### src/design/u8d_pkg.sv
package u8d_pkg;

  localparam int OFFSET_WIDTH_DEF = 32;
  localparam int CP_W             = 21;
  localparam int ST_W             = 3;

  // result status codes
  localparam logic [ST_W-1:0] ST_OK       = 3'd0;
  localparam logic [ST_W-1:0] ST_BAD_LEAD = 3'd1;
  localparam logic [ST_W-1:0] ST_MISSING  = 3'd2;
  localparam logic [ST_W-1:0] ST_OVERLONG = 3'd3;
  localparam logic [ST_W-1:0] ST_RANGE    = 3'd4;
  localparam logic [ST_W-1:0] ST_TRUNC    = 3'd5;

  // results produced by one byte, at most two
  typedef struct packed {
    logic [1:0] count;
  } step_ctl_t;

endpackage

### src/design/u8d_decode.sv
module u8d_decode #(
  parameter int OFFSET_WIDTH = u8d_pkg::OFFSET_WIDTH_DEF,
  localparam int RES_W = u8d_pkg::CP_W + u8d_pkg::ST_W + OFFSET_WIDTH + 1
) (
  input  logic                clk,
  input  logic                rst,
  input  logic                take,
  input  logic [7:0]          data_byte,
  input  logic                end_of_text,
  output u8d_pkg::step_ctl_t  ctl,
  output logic [RES_W-1:0]    res0,
  output logic [RES_W-1:0]    res1
);

  localparam int PAY_W = RES_W - 1;

  // sequence state
  logic [20:0]             code_accumulator, code_accumulator_next;
  logic [1:0]              trails_remaining, trails_remaining_next;
  logic [2:0]              sequence_length, sequence_length_next;
  logic [OFFSET_WIDTH-1:0] byte_position, byte_position_next;
  logic [OFFSET_WIDTH-1:0] sequence_start, sequence_start_next;

  logic [PAY_W-1:0] slot [2];
  logic [1:0]       cnt;
  logic [20:0]      acc_sh;
  logic [20:0]      floor_cp;
  logic             is_trail;
  logic             do_lead;
  logic             bad_range;

  function automatic logic [PAY_W-1:0] pack(input logic [20:0] cp,
                                            input logic [2:0] st,
                                            input logic [OFFSET_WIDTH-1:0] start);
    pack = {start, st, cp};
  endfunction

  always_comb begin
    code_accumulator_next = code_accumulator;
    trails_remaining_next = trails_remaining;
    sequence_length_next  = sequence_length;
    sequence_start_next   = sequence_start;
    slot[0]               = '0;
    slot[1]               = '0;
    cnt                   = 2'd0;
    is_trail              = (data_byte[7:6] == 2'b10);
    acc_sh                = {code_accumulator[14:0], data_byte[5:0]};
    bad_range             = (acc_sh > 21'h10FFFF) ||
                            ((acc_sh >= 21'h00D800) && (acc_sh <= 21'h00DFFF));
    floor_cp              = (sequence_length == 3'd2) ? 21'h000080 :
                            (sequence_length == 3'd3) ? 21'h000800 : 21'h010000;
    do_lead               = 1'b1;

    if (trails_remaining != 2'd0) begin
      if (is_trail) begin
        do_lead               = 1'b0;
        code_accumulator_next = acc_sh;
        trails_remaining_next = trails_remaining - 2'd1;
        if (trails_remaining == 2'd1) begin
          if (bad_range) begin
            slot[cnt[0]] = pack('0, u8d_pkg::ST_RANGE, sequence_start);
          end else if (acc_sh < floor_cp) begin
            slot[cnt[0]] = pack('0, u8d_pkg::ST_OVERLONG, sequence_start);
          end else begin
            slot[cnt[0]] = pack(acc_sh, u8d_pkg::ST_OK, sequence_start);
          end
          cnt                   = cnt + 2'd1;
          code_accumulator_next = '0;
          sequence_length_next  = '0;
        end
      end else begin
        // sequence broken: report it, then treat this byte as a lead
        slot[cnt[0]]          = pack('0, u8d_pkg::ST_MISSING, sequence_start);
        cnt                   = cnt + 2'd1;
        code_accumulator_next = '0;
        trails_remaining_next = '0;
        sequence_length_next  = '0;
      end
    end

    if (do_lead) begin
      if (data_byte[7] == 1'b0) begin
        slot[cnt[0]] = pack({13'd0, data_byte}, u8d_pkg::ST_OK, byte_position);
        cnt          = cnt + 2'd1;
      end else if (data_byte[7:5] == 3'b110) begin
        sequence_length_next  = 3'd2;
        trails_remaining_next = 2'd1;
        code_accumulator_next = {16'd0, data_byte[4:0]};
        sequence_start_next   = byte_position;
      end else if (data_byte[7:4] == 4'hE) begin
        sequence_length_next  = 3'd3;
        trails_remaining_next = 2'd2;
        code_accumulator_next = {17'd0, data_byte[3:0]};
        sequence_start_next   = byte_position;
      end else if (data_byte[7:3] == 5'b11110) begin
        sequence_length_next  = 3'd4;
        trails_remaining_next = 2'd3;
        code_accumulator_next = {18'd0, data_byte[2:0]};
        sequence_start_next   = byte_position;
      end else begin
        slot[cnt[0]] = pack('0, u8d_pkg::ST_BAD_LEAD, byte_position);
        cnt          = cnt + 2'd1;
      end
    end

    if (end_of_text) begin
      if (trails_remaining_next != 2'd0) begin
        slot[cnt[0]]          = pack('0, u8d_pkg::ST_TRUNC, sequence_start_next);
        cnt                   = cnt + 2'd1;
        code_accumulator_next = '0;
        trails_remaining_next = '0;
        sequence_length_next  = '0;
      end
      byte_position_next = '0;
    end else begin
      byte_position_next = byte_position + OFFSET_WIDTH'(1);
    end
  end

  assign ctl.count = cnt;
  assign res0      = {(cnt == 2'd1), slot[0]};
  assign res1      = {1'b1, slot[1]};

  always_ff @(posedge clk) begin
    if (rst) begin
      code_accumulator <= '0;
      trails_remaining <= '0;
      sequence_length  <= '0;
      byte_position    <= '0;
      sequence_start   <= '0;
    end else if (take) begin
      code_accumulator <= code_accumulator_next;
      trails_remaining <= trails_remaining_next;
      sequence_length  <= sequence_length_next;
      byte_position    <= byte_position_next;
      sequence_start   <= sequence_start_next;
    end
  end

endmodule

### src/design/utf8_decoder_validator.sv
// A result is offered on m_tvalid at the earliest in the cycle after the byte is taken.
// Throughput: one byte per cycle while s_tready is high; a byte that yields two results
// (broken sequence plus the retried lead's result or its cut-short report) takes two slots.
// The 4-entry result queue sets the rate: a byte is taken when two slots are free.
// Reset (rst, synchronous, active high) clears the decoder state, the offset
// and the queue; nothing is pending afterwards.
module utf8_decoder_validator #(
  parameter int OFFSET_WIDTH = u8d_pkg::OFFSET_WIDTH_DEF,
  localparam int FIELD_W = u8d_pkg::CP_W + u8d_pkg::ST_W + OFFSET_WIDTH,
  localparam int TDATA_W = ((FIELD_W + 7) / 8) * 8
) (
  input  logic               clk,
  input  logic               rst,
  // byte stream in
  input  logic               s_tvalid,
  output logic               s_tready,
  input  logic [7:0]         s_tdata,   // [7:0] data_byte
  input  logic               s_tlast,   // end_of_text
  // decoded results out
  output logic               m_tvalid,
  input  logic               m_tready,
  output logic [TDATA_W-1:0] m_tdata,   // code_point[20:0], status, start_offset
  output logic               m_tlast    // last_result
);

  localparam int RES_W = FIELD_W + 1;
  localparam int DEPTH = 4;

  logic               in_take;
  logic               out_take;
  u8d_pkg::step_ctl_t ctl;
  logic [RES_W-1:0]   res0, res1;

  // result queue: entries laid out {last, offset, status, code_point}
  logic [RES_W-1:0] queue [DEPTH];
  logic [1:0]       wr_ptr, rd_ptr;
  logic [2:0]       count, count_next;
  logic [RES_W-1:0] head;

  u8d_decode #(
    .OFFSET_WIDTH (OFFSET_WIDTH)
  ) u_decode (
    .clk         (clk),
    .rst         (rst),
    .take        (in_take),
    .data_byte   (s_tdata),
    .end_of_text (s_tlast),
    .ctl         (ctl),
    .res0        (res0),
    .res1        (res1)
  );

  // room for the worst case of two results per byte
  assign s_tready = (count <= 3'(DEPTH - 2));
  assign in_take  = s_tvalid && s_tready;
  assign out_take = m_tvalid && m_tready;

  assign head     = queue[rd_ptr];
  assign m_tvalid = (count != 3'd0);
  assign m_tdata  = TDATA_W'(head[FIELD_W-1:0]);
  assign m_tlast  = head[RES_W-1];

  always_comb begin
    count_next = count;
    if (in_take) begin
      count_next = count_next + {1'b0, ctl.count};
    end
    if (out_take) begin
      count_next = count_next - 3'd1;
    end
  end

  always_ff @(posedge clk) begin
    if (rst) begin
      wr_ptr <= '0;
      rd_ptr <= '0;
      count  <= '0;
    end else begin
      count <= count_next;
      if (out_take) begin
        rd_ptr <= rd_ptr + 2'd1;
      end
      if (in_take) begin
        wr_ptr <= wr_ptr + ctl.count;
      end
    end
  end

  // payload writes, no reset needed
  always_ff @(posedge clk) begin
    if (in_take) begin
      if (ctl.count != 2'd0) begin
        queue[wr_ptr] <= res0;
      end
      if (ctl.count == 2'd2) begin
        queue[wr_ptr + 2'd1] <= res1;
      end
    end
  end

`ifndef ASSERT_OFF
  // queue never overflows
  a_count_max: assert property (@(posedge clk) disable iff (rst)
    count <= 3'(DEPTH))
    else $error("result queue overflow");

  // a byte that yields results makes output valid next cycle
  a_out_follows: assert property (@(posedge clk) disable iff (rst)
    (in_take && (ctl.count != 2'd0)) |=> m_tvalid)
    else $error("result missing after request");

  // errors carry a zero code point
  a_err_zero: assert property (@(posedge clk) disable iff (rst)
    (m_tvalid && (m_tdata[23:21] != u8d_pkg::ST_OK)) |-> (m_tdata[20:0] == 21'd0))
    else $error("error result with nonzero code point");

  // status stays within the defined codes
  a_status_ok: assert property (@(posedge clk) disable iff (rst)
    m_tvalid |-> (m_tdata[23:21] <= u8d_pkg::ST_TRUNC))
    else $error("undefined status code");
`endif

endmodule

### config.mk
export PLATFORM = sky130hd
export DESIGN_NAME = utf8_decoder_validator
export DESIGN_NICKNAME = d
export VERILOG_FILES = /design/src/design/u8d_pkg.sv /design/src/design/u8d_decode.sv /design/src/design/utf8_decoder_validator.sv
export SDC_FILE = /design/constraint.sdc
export NUM_CORES = 1
export LEC_CHECK = 0
export ABC_AREA = 1
export ABC_CLOCK_PERIOD_IN_PS = 4400
export BUFFER_PORTS_ARGS = -buffer_cell sky130_fd_sc_hd__buf_2
export CAP_MARGIN = 20
export CORE_MARGIN = 2
export CORE_UTILIZATION = 25
export DETAILED_ROUTE_END_ITERATION = 10
export PLACE_DENSITY = 0.39
export SYNTH_ARGS = -nofsm -noshare
export SYNTH_HDL_FRONTEND = slang
export SYNTH_SLANG_ARGS = --single-unit
### constraint.sdc
create_clock -name clk -period 4.4 [get_ports clk]
set_input_delay 0.22 -clock clk [delete_from_list [all_inputs] [get_ports clk]]
set_output_delay 0.22 -clock clk [all_outputs]
set_load 0.05 [all_outputs]
==> results of run 1 <==
-- metrics by stage --
stage / power, mW / utilization [%] / worst slack, ns
6_report: 10.67 / 29.29 / 0.8435
5_1_grt: 11.17 / 29.29 / 0.4790
4_1_cts: 10.78 / 29.29 / 0.8228
3_5_place_dp: 7.395 / 27.24 / 0.8289
3_3_place_gp: 7.381 / 27.24 / 0.8275
2_1_floorplan: 6.173 / - / 0.4716
-- state kept, by name (all words and copies together) (netlist names), named ones only --
name and cells:
queue 228, u_decode.byte_position 32, u_decode.sequence_start 32, u_decode.code_accumulator 15, count 3, u_decode.sequence_length 3
rd_ptr 2, u_decode.trails_remaining 2, wr_ptr 2
-- metal layers --
| metal | wire length, um | global-route usage (%) |
|---|---|---|
| met4 | 1376 | 4.932 |
| met3 | 3744 | 3.064 |
| met5 | 0 | 0 |
| met1 | 29500 | 24.98 |
| met2 | 29410 | 29.55 |
-- power by group --
group / total (mW) / internal (mW) / switching (mW)
Clock: 3.37 / 2.02 / 1.35
Combinational: 3.54 / 0.713 / 2.83
Sequential: 3.76 / 3.58 / 0.175
-- worst max-delay path: stages (launching register included) --
cell and delay [ns]:
dfxtp_1 0.38, inv_1 0.09, ha_1 0.28, inv_2 0.26, nand3_4 0.15, nand2_1 0.13, nand2_1 0.06, nand2_1 0.10
nor2_4 0.06, ha_1 0.27, nand2_1 0.08, o21ai_2 0.12, inv_2 0.15, nand2_8 0.08, nand3_2 0.08, buf_4 0.70
o21ai_0 0.23
-- cell type report --
| class | instances | area [sq um] |
|---|---|---|
| clock inverter | 18 | 168.9 |
| multi-input combinational | 1432 | 7020 |
| sequential | 321 | 8673 |
| antenna | 2 | 5.005 |
| inverter | 195 | 733.2 |
| timing repair buffer | 122 | 888.4 |
| fill | 7146 | 47650 |
| clock buffer | 56 | 1161 |
| tap | 873 | 1092 |
-- cell usage in the layout (no fill, tap or decap), drive strengths merged, types with 2 or more instances in the layout --
master,netlist,final
nand2,286,286
o22ai,75,75
o21ai,464,464
dlygate4sd3,0,5
diode,0,2
nand3,211,211
clkbuf,110,56
a21oi,70,70
dfxtp,97,97
clkinv,1,16
ha,10,10
nor4,4,4
a31oi,2,2
nor2,233,233
nor3,23,23
nand4,28,28
buf,45,117
edfxtp,224,224
o21a,5,5
bufinv,0,3
or2,3,3
o211ai,14,14
inv,194,194
-- kinds of logic (layout without fill, tap and decap cells) --
| family | after synthesis | count (layout) | synth area share (%) |
|---|---|---|---|
| simple gates | 789 | 789 | 20.53 |
| flops | 321 | 321 | 50.68 |
| buf+inv | 350 | 391 | 8.552 |
| compound gates | 631 | 631 | 19.34 |
| xor+xnor | 1 | 1 | 0.05122 |
| fa+ha+maj | 11 | 11 | 0.8486 |
| other cells | 0 | 2 | 0 |
-- how the worst max path moves through the flow --
stage / depth (start not counted) / to / slack (ns) / start
floorplan: 18 / queue[2][0] / 0.47 / u_decode.trails_remaining[0]
global placement: 21 / count[1] / 0.83 / s_tdata[7]
detailed placement: 18 / queue[1][48] / 0.83 / s_tdata[7]
CTS: 17 / queue[1][34] / 0.82 / u_decode.trails_remaining[1]
global route: 17 / queue[3][52] / 0.48 / u_decode.trails_remaining[1]
finish: 16 / queue[2][35] / 0.84 / u_decode.trails_remaining[1]
-- repair_timing --
action / in CTS / in global routing
resized for setup: 0 / 0
endpoints found under the hold margin: 6 / 0
hold buffers: 5 / 0
==> out/qor.csv, run 1 <==
stage,metric,value,unit
synth,ys_top_cells_by_count,"o21ai_0, nand2_1, nor2_1",
setup_path,path_max_fanout,56,
setup_path,startpoint_type,flip-flop,
global_routing,grt_pass1_vias,14860,
setup_path,crit_arrival,3.80,ns
synth,synthTopCellsByArea,"edfxtp_1, dfxtp_1, o21ai_0",
cts,cts_tree,built,
synth,ys_ff_latch,321,
synth,syn_inst,2103,
synth,ys_seq_area_share,50.68,%
cts,clock-sinks,321,
sta,worstMarginPinSlew,1.080,ns
sta,final-hold-violation-count,0,
placed_design,dpl_cell_area,18360,sq um
cts,clock_path_buffers,3,
sta,max_freq,0.2812,GHz
global_routing,grt.total_usage,18.20,%
route,via_per_inst,5.032,
placed_design,place_inst,2938,
die,start_util,25.38,%
sta,finalMaxSlewViolations,0,
route,post_drt_wl_per_cell,21.21,um
synth,ys_warn_count,0,
power_and_ir_drop,p_per_area,540.3,nW/um^2
sta,rsz0062_at_grt,no,
sta,slew_headroom,27.23,%
cts,clk_latency,0.57,ns
synth,synth_top_cell_by_area,edfxtp_1,
global_routing,antenna_found_initial,2,
setup_path,worstReg2RegEnd,queue[2][35],
min_path,hp-class,primary input to flip-flop,
cells_and_area,fin_cells,3019,
die,dieWidth,265.6,um
sta,setup_tns,0,ns
cts,path_clk_slew,0.06,ns
cells_and_area,drive_gt1_share,10.40,%
sta,skew,0.02964,ns
route,routed_wl,64030,um
global_routing,grt_max_degree,78,
synth,syn_avg_cell_area,8.133,sq um
sta,setup_violations,0,
synth,yosysMostFrequentCell,o21ai_0,
cts,htree_num_levels,2,
synth,synth_top_area_share,39.33,%
setup_path,worst_setup_path_end_kind,flip-flop,
synth,async_flop_share,0,%
sta,whs,0.1175,ns
setup_path,required,4.64,ns
min_path,hp-start,s_tdata[5],
min_path,min_path_cells,4,
die,core-area,67400,sq um
die,rows,95,
placed_design,portBuffers,71,
cts,root_buffer,clkbuf_16,
die,dieHeight,265.6,um
job,cap_violations,0,
synth,synth_edf_count,224,
power_and_ir_drop,max-vdd-ir-drop,0.2055,mV
synth,syn-cell-area,17100,sq um
route,ant_nets,0,
setup_path,rr_worst_depth,16,
synth,synthesis.nets,2127,
cells_and_area,postLayoutCellArea,19740,sq um
cells_and_area,area_delta_synth_final,15.43,%
setup_path,reg2reg_from,u_decode.trails_remaining[1],
route,drtPass1Iterations,5,
route,num_vias,15190,
cts,cts-buffers-inserted,40,
global_routing,overflow,0,
cells_and_area,layout.nets,2136,
cts,cts_setup_buffers,0,
setup_path,rrSetupSlack,0.84,ns
route,drt_iter0_markers,1093,
placed_design,dp.final_hpwl,38740,um
synth,yosysUniqueCellTypes,37,
power_and_ir_drop,leakagePower,7.067,nW
setup_path,crit_type,flip-flop to flip-flop,
min_path,holdPathEnd,u_decode.code_accumulator[4],
global_routing,grt_pass1_wl,96640,um
die,io_pins,72,
synth,synthFlopType,edfxtp_1,
placed_design,gp_congestion,0.7864,
route,drc,0,
die,die-area,70520,sq um
sta,min_period_over_period,80.83,%
sta,fin_crit,3.557,ns
status,status,"finished, final reports clean",
Note: power is estimated with default switching activity, not from simulation.
==> run 2: changes to the inputs <==
--- a/config.mk
+++ b/config.mk
@@ -6,7 +6,7 @@
 export NUM_CORES = 1
 export LEC_CHECK = 0
 export ABC_AREA = 1
-export ABC_CLOCK_PERIOD_IN_PS = 4400
+export ABC_CLOCK_PERIOD_IN_PS = 3600
 export BUFFER_PORTS_ARGS = -buffer_cell sky130_fd_sc_hd__buf_2
 export CAP_MARGIN = 20
 export CORE_MARGIN = 2
==> constraint.sdc (replaced) <==
create_clock -name clk -period 3.6 [get_ports clk]
set_input_delay 0.18 -clock clk [delete_from_list [all_inputs] [get_ports clk]]
set_output_delay 0.18 -clock clk [all_outputs]
set_load 0.05 [all_outputs]
==> out/qor.csv, run 2 (synthesized netlist as in run 1, its figures left out) <==
stage,metric,value,unit,change
status,status,"finished, final reports clean",,
die,start_util,25.38,%,unchanged
setup_path,required,4.09,ns,-0.55 ns
sta,worstMarginPinSlew,0.9403,ns,-0.1398 ns
power_and_ir_drop,comb_power_share,33.2,%,about the same
die,rows,95,,unchanged
min_path,min_path_cells,5,,+1
power_and_ir_drop,power,12.95,mW,+21%
route,drt_iter0_markers,1213,,+11%
route,drtPass1Iterations,6,,+1
sta,finalMaxSlewViolations,0,,unchanged
route,ant_nets,0,,unchanged
setup_path,cp_slowest_stage_delay,0.49,ns,-0.21 ns
route,via_per_inst,4.999,,-0.64%
power_and_ir_drop,p_per_area,647.7,nW/um^2,+20%
global_routing,grt_pass1_wl,95680,um,-0.99%
sta,setup_violations,0,,unchanged
cells_and_area,layout.nets,2166,,+1.4%
global_routing,grt.total_usage,17.77,%,-0.44 points
die,io_pins,72,,unchanged
global_routing,antenna_found_initial,2,,unchanged
cells_and_area,area_delta_synth_final,16.91,%,
die,dieWidth,265.6,um,unchanged
power_and_ir_drop,switching_share,40.49,%,-0.32 points
setup_path,crit_arrival,3.74,ns,-0.06 ns
placed_design,dp.final_hpwl,40900,um,+5.6%
power_and_ir_drop,leakagePower,7.193,nW,+1.8%
setup_path,path_max_fanout,5,,-91%
setup_path,slowest_stage,fa_1,,
cells_and_area,largest_register,queue,,
cells_and_area,top_regs,"queue x228, u_decode.byte_position x32, u_decode.sequence_start x32",,
cts,htree_num_levels,2,,unchanged
sta,fin_crit,3.243,ns,-0.3138 ns
sta,final.setup.worst_slack,0.3573,ns,-0.4862 ns
sta,skew,0.03628,ns,+0.006641 ns
route,routed_wl,62990,um,-1.6%
placed_design,gp_congestion,0.8026,,+2.1%
sta,min_period_over_period,90.07,%,+9.2 points
power_and_ir_drop,pwr-share-clk,31.4,%,-0.2 points
route,drc,0,,unchanged
min_path,hp-class,primary input to flip-flop,,
cells_and_area,postLayoutCellArea,20000,sq um,+1.3%
global_routing,grt_pass1_vias,14700,,-1.1%
cells_and_area,drive_gt1_share,11.60,%,+1.2 points
cts,clk_latency,0.58,ns,about the same
die,dieHeight,265.6,um,unchanged
cts,cts-buffers-inserted,40,,unchanged
cts,cts_tree,built,,
die,core-area,67400,sq um,unchanged
setup_path,rr_worst_depth,21,,+5
cells_and_area,final_common_cell,o21ai_0,,
sta,max_freq,0.3084,GHz,+9.7%
route,num_vias,15230,,+0.28%
cts,clock_path_buffers,3,,unchanged
cts,path_clk_slew,0.06,ns,about the same
global_routing,overflow,0,,unchanged
setup_path,path_cells,"inv_2, nand2_2, nand2_2, inv_1, ha_1, inv_1, nand2_1, nor2_2, nor2_4, ha_1, nand2_1, o21ai_2, ha_1, inv_1, fa_1, nand2_1, o21ai_0, ha_1, nand2_1, nand2_1, a21oi_1",,
cts,root_buffer,clkbuf_16,,
die,die-area,70520,sq um,unchanged
placed_design,dpl_cell_area,18620,sq um,+1.4%
cts,clock-sinks,321,,unchanged
power_and_ir_drop,seq_power_share,35.3,%,about the same
power_and_ir_drop,max-vdd-ir-drop,0.2206,mV,+7.4%
setup_path,critPathMostFrequentCell,nand2_1,,
sta,setup_tns,0,ns,unchanged
sta,rsz0062_at_grt,no,,
power_and_ir_drop,power.switching,5.244,mW,+20%
route,post_drt_wl_per_cell,20.67,um,-2.5%
cells_and_area,finish.utilization,29.67,%,+0.38 points
cells_and_area,largest_reg_flops,228,,unchanged
sta,slew_headroom,36.65,%,+9.4 points
placed_design,pre_cts_ws,0.1784,ns,-0.6506 ns
setup_path,worst_setup_path_end_kind,flip-flop,,
job,cap_violations,0,,unchanged
sta,final-hold-violation-count,0,,unchanged
cells_and_area,final_cell_mix,"o21ai_0, nand2_1, nor2_1",,
setup_path,crit_type,flip-flop to flip-flop,,
placed_design,portBuffers,71,,unchanged
global_routing,grt_max_degree,66,,-15%
power_and_ir_drop,intPower,7.709,mW,+22%
setup_path,startpoint_type,flip-flop,,
-- run 2: changes by cell type in the layout (fill, tap and decap cells not counted), moves of 2 or more --
| cell | before | now |
|---|---|---|
| buf_4 | 35 | 59 |
| clkbuf_8 | 5 | 0 |
| buf_12 | 11 | 15 |
| clkinv_1 | 8 | 11 |
| bufinv_16 | 3 | 5 |
| clkbuf_16 | 42 | 40 |
| clkbuf_4 | 2 | 0 |
| clkinvlp_4 | 0 | 2 |
| inv_1 | 187 | 185 |
-- run 2: final timing paths --
kind | startpoint | end | slack [ns]
hold reg to reg | queue[2][56] | queue[2][56] | 0.46
hold / removal | s_tvalid | u_decode.byte_position[3] | 0.09
setup reg to reg | u_decode.trails_remaining[1] | count[1] | 0.36
setup / recovery | u_decode.trails_remaining[1] | count[1] | 0.36
-- run 2: repair_timing --
action,4_1_cts,5_1_grt
endpoints found under the setup margin,0,117
buffers inserted,0,0
hold buffers,6,0
hold endpoints to repair,6,0
gates resized for setup,0,8
-- run 2: layer usage --
layer	global-route usage [%]	up-vias	wire length, um
met5	0	-	7
li1	-	7392	-
met4	3.741	2	1084
met3	2.296	68	2373
met2	28.53	303	28630
met1	25.46	7468	30890
-- run 2: area by class of cell --
class | instances | area [sq um]
Fill cell | 7119 | 47400
Sequential cell | 321 | 8673
Multi-Input combinational cell | 1432 | 7038
Timing Repair Buffer | 152 | 1164
Tap cell | 873 | 1092
Clock buffer | 48 | 1031
Inverter | 195 | 738.2
Clock inverter | 25 | 257.7
Antenna cell | 1 | 2.502
-- run 2: metrics by stage --
| stage | std cells | hold slack, ns |
|---|---|---|
| 5_1_grt | 3046 | 0.1175 |
| 4_1_cts | 3045 | 0.05879 |
| 3_5_place_dp | 2966 | 0.4442 |
| 6_report | 3047 | 0.08558 |
| 3_3_place_gp | 2966 | 0.4489 |
| 2_1_floorplan | 2103 | 0.3274 |
-- run 2: power groups by stage --
stage                     clock network, mW  registers (mW)  logic [mW]
after floorplan                           0            4.57        2.97
after CTS                              4.15            4.58        4.37
final                                  4.07            4.58        4.31
after global routing                   4.30            4.62        4.66
after detailed placement                  0            4.65        4.36
after global placement                    0            4.64        4.35
-- run 2: critical path, delay by kind of cell, from the launching register on --
family / cells / cell delay, ns
buffers and inverters: 4 / 0.26
AOI/OAI and AO/OA: 3 / 0.37
adders and majority gates: 5 / 1.49
DFF: 1 / 0.35
and+or+nand+nor: 9 / 0.72
==> run 3: changes to the inputs <==
--- a/config.mk
+++ b/config.mk
@@ -12,6 +12,7 @@
 export CORE_MARGIN = 2
 export CORE_UTILIZATION = 25
 export DETAILED_ROUTE_END_ITERATION = 10
+export MAX_ROUTING_LAYER = met4
 export PLACE_DENSITY = 0.39
 export SYNTH_ARGS = -nofsm -noshare
 export SYNTH_HDL_FRONTEND = slang
==> out/qor.csv, run 3 (synthesized netlist as in run 1, its figures left out) <==
stage,metric,value,unit,change
cells_and_area,area_delta_synth_final,16.93,%,about the same
route,ant_nets,0,,unchanged
cts,cts-buffers-inserted,40,,unchanged
power_and_ir_drop,leakagePower,7.193,nW,about the same
global_routing,antenna_found_initial,2,,unchanged
cells_and_area,drive_gt1_share,11.60,%,unchanged
cells_and_area,ff_latch_area,8673,sq um,unchanged
setup_path,rr_worst_depth,21,,unchanged
cts,root_buffer,clkbuf_16,,
setup_path,reg2reg_from,u_decode.trails_remaining[1],,
min_path,hp-start,s_tvalid,,
sta,min_period_over_period,90.22,%,+0.15 points
die,io_pins,72,,unchanged
route,drtPass1Iterations,5,,-1
setup_path,crit_arrival,3.74,ns,about the same
power_and_ir_drop,max-vdd-ir-drop,0.2210,mV,+0.19%
cells_and_area,final_cell_mix,"o21ai_0, nand2_1, nor2_1",,
cts,htree_num_levels,2,,unchanged
cells_and_area,multi_input_area,7038,sq um,unchanged
setup_path,startpoint_type,flip-flop,,
sta,worstMarginPinSlew,0.9693,ns,+0.02895 ns
setup_path,worstReg2RegEnd,count[1],,
die,start_util,25.38,%,unchanged
sta,skew,0.03460,ns,-0.001675 ns
setup_path,worst_setup_path_end_kind,flip-flop,,
cells_and_area,largest_register,queue,,
route,drc,0,,unchanged
die,dieWidth,265.6,um,unchanged
global_routing,grt_max_degree,66,,unchanged
cells_and_area,largest_reg_flops,228,,unchanged
cells_and_area,fillerInstances,7118,,-0.014%
global_routing,overflow,0,,unchanged
cells_and_area,top_regs,"queue x228, u_decode.byte_position x32, u_decode.sequence_start x32",,
die,core-area,67400,sq um,unchanged
die,rows,95,,unchanged
sta,rsz0062_at_grt,no,,
cells_and_area,fin_cells,3048,,+0.033%
cts,cts_tree,built,,
placed_design,portBuffers,71,,unchanged
route,drt_iter0_markers,1260,,+3.9%
route,post_drt_wl_per_cell,20.60,um,-0.33%
die,dieHeight,265.6,um,unchanged
job,cap_violations,0,,unchanged
global_routing,grt_pass1_wl,95720,um,about the same
sta,max_freq,0.3079,GHz,-0.16%
setup_path,rrSetupSlack,0.35,ns,about the same
sta,final-hold-violation-count,0,,unchanged
sta,fin_crit,3.248,ns,+0.005304 ns
setup_path,path_max_fanout,5,,unchanged
placed_design,dp.final_hpwl,40900,um,unchanged
cts,path_clk_slew,0.06,ns,about the same
sta,finalMaxSlewViolations,0,,unchanged
sta,setup_tns,0,ns,unchanged
global_routing,grt.total_usage,18.30,%,+0.53 points
sta,slew_headroom,34.70,%,-2.0 points
min_path,min_path_cells,5,,unchanged
cts,clock_path_buffers,3,,unchanged
cts,clock-sinks,321,,unchanged
placed_design,gp_congestion,0.8142,,+1.4%
power_and_ir_drop,p_per_area,647.1,nW/um^2,-0.10%
cts,clk_latency,0.57,ns,about the same
status,status,"finished, final reports clean",,
global_routing,grt_pass1_vias,14670,,-0.16%
min_path,hp-class,primary input to flip-flop,,
route,num_vias,15210,,-0.18%
route,routed_wl,62800,um,-0.29%
route,via_per_inst,4.989,,-0.22%
cells_and_area,final_common_cell,o21ai_0,,
die,die-area,70520,sq um,unchanged
setup_path,crit_type,flip-flop to flip-flop,,
cells_and_area,layout.nets,2166,,unchanged
sta,setup_violations,0,,unchanged
placed_design,place_inst,2966,,unchanged
min_path,holdPathEnd,u_decode.byte_position[3],,
setup_path,required,4.09,ns,about the same
==> run 3: layer usage <==
layer | track usage, % | up-vias | wire (um) | part of all wire [%]
li1 | - | 7398 | - | -
met1 | 25.50 | 7365 | 30500 | 49
met2 | 28.49 | 362 | 28450 | 45
met3 | 2.324 | 80 | 2745 | 4.4
met4 | 3.741 | 0 | 1115 | 1.8
met5 | - | - | 0 | 0
==> run 3: area by class of cell <==
type                       count  area share, %
multi-input combinational   1432          35.19
sequential                   321          43.37
clock inverter                25          1.289
timing repair buffer         152          5.818
inverter                     195          3.691
tap                          873          5.462
clock buffer                  48          5.155
antenna                        2        0.02503
==> run 3: worst max path at each step <==
stage / startpoint / end / slack, ns / depth (start not counted)
global placement: u_decode.trails_remaining[1] / count[1] / 0.20 / 20
detailed placement: u_decode.trails_remaining[0] / count[1] / 0.18 / 20
CTS: u_decode.trails_remaining[0] / count[1] / 0.16 / 20
finish: u_decode.trails_remaining[1] / count[1] / 0.35 / 21
floorplan: u_decode.trails_remaining[0] / queue[1][0] / 0.21 / 18
global route: u_decode.trails_remaining[0] / count[1] / 0.03 / 21
==> run 3: worst max-delay path, stage by stage, from the launching register on <==
cell     delay (ns)
dfxtp_1        0.40
inv_2          0.09
nand2_2        0.12
nand2_2        0.10
inv_1          0.07
ha_1           0.21
inv_1          0.05
nand2_1        0.06
nor2_2         0.15
nor2_4         0.07
ha_1           0.27
nand2_1        0.06
o21ai_2        0.12
ha_1           0.19
inv_1          0.05
fa_1           0.49
nand2_1        0.05
o21ai_0        0.12
ha_1           0.28
nand2_1        0.07
nand2_1        0.04
a21oi_1        0.13
==> run 3: power by group <==
part,internal [mW],switching (mW),total (mW)
Sequential,4.38,0.197,4.58
Clock,2.40,1.66,4.06
Combinational,0.928,3.37,4.30
==> run 3: timing repair <==
action,CTS,global route
hold buffers,6,0
resized for setup,0,8
setup endpoints to repair,0,117
buffers inserted,0,0
endpoints found under the hold margin,6,0
==> run 3: per-stage QoR <==
stage	hold WS (ns)	utilization [%]	setup WS, ns	cell area [sq um]	total power [mW]
final	0.08896	29.67	0.3520	20000	12.94
after floorplan	0.3274	-	0.2067	17110	7.538
after detailed placement	0.4442	27.62	0.1784	18620	9.008
after CTS	0.05879	29.63	0.1625	19970	13.10
after global placement	0.4489	27.62	0.1994	18620	8.995
after global routing	0.1180	29.67	0.03263	20000	13.58
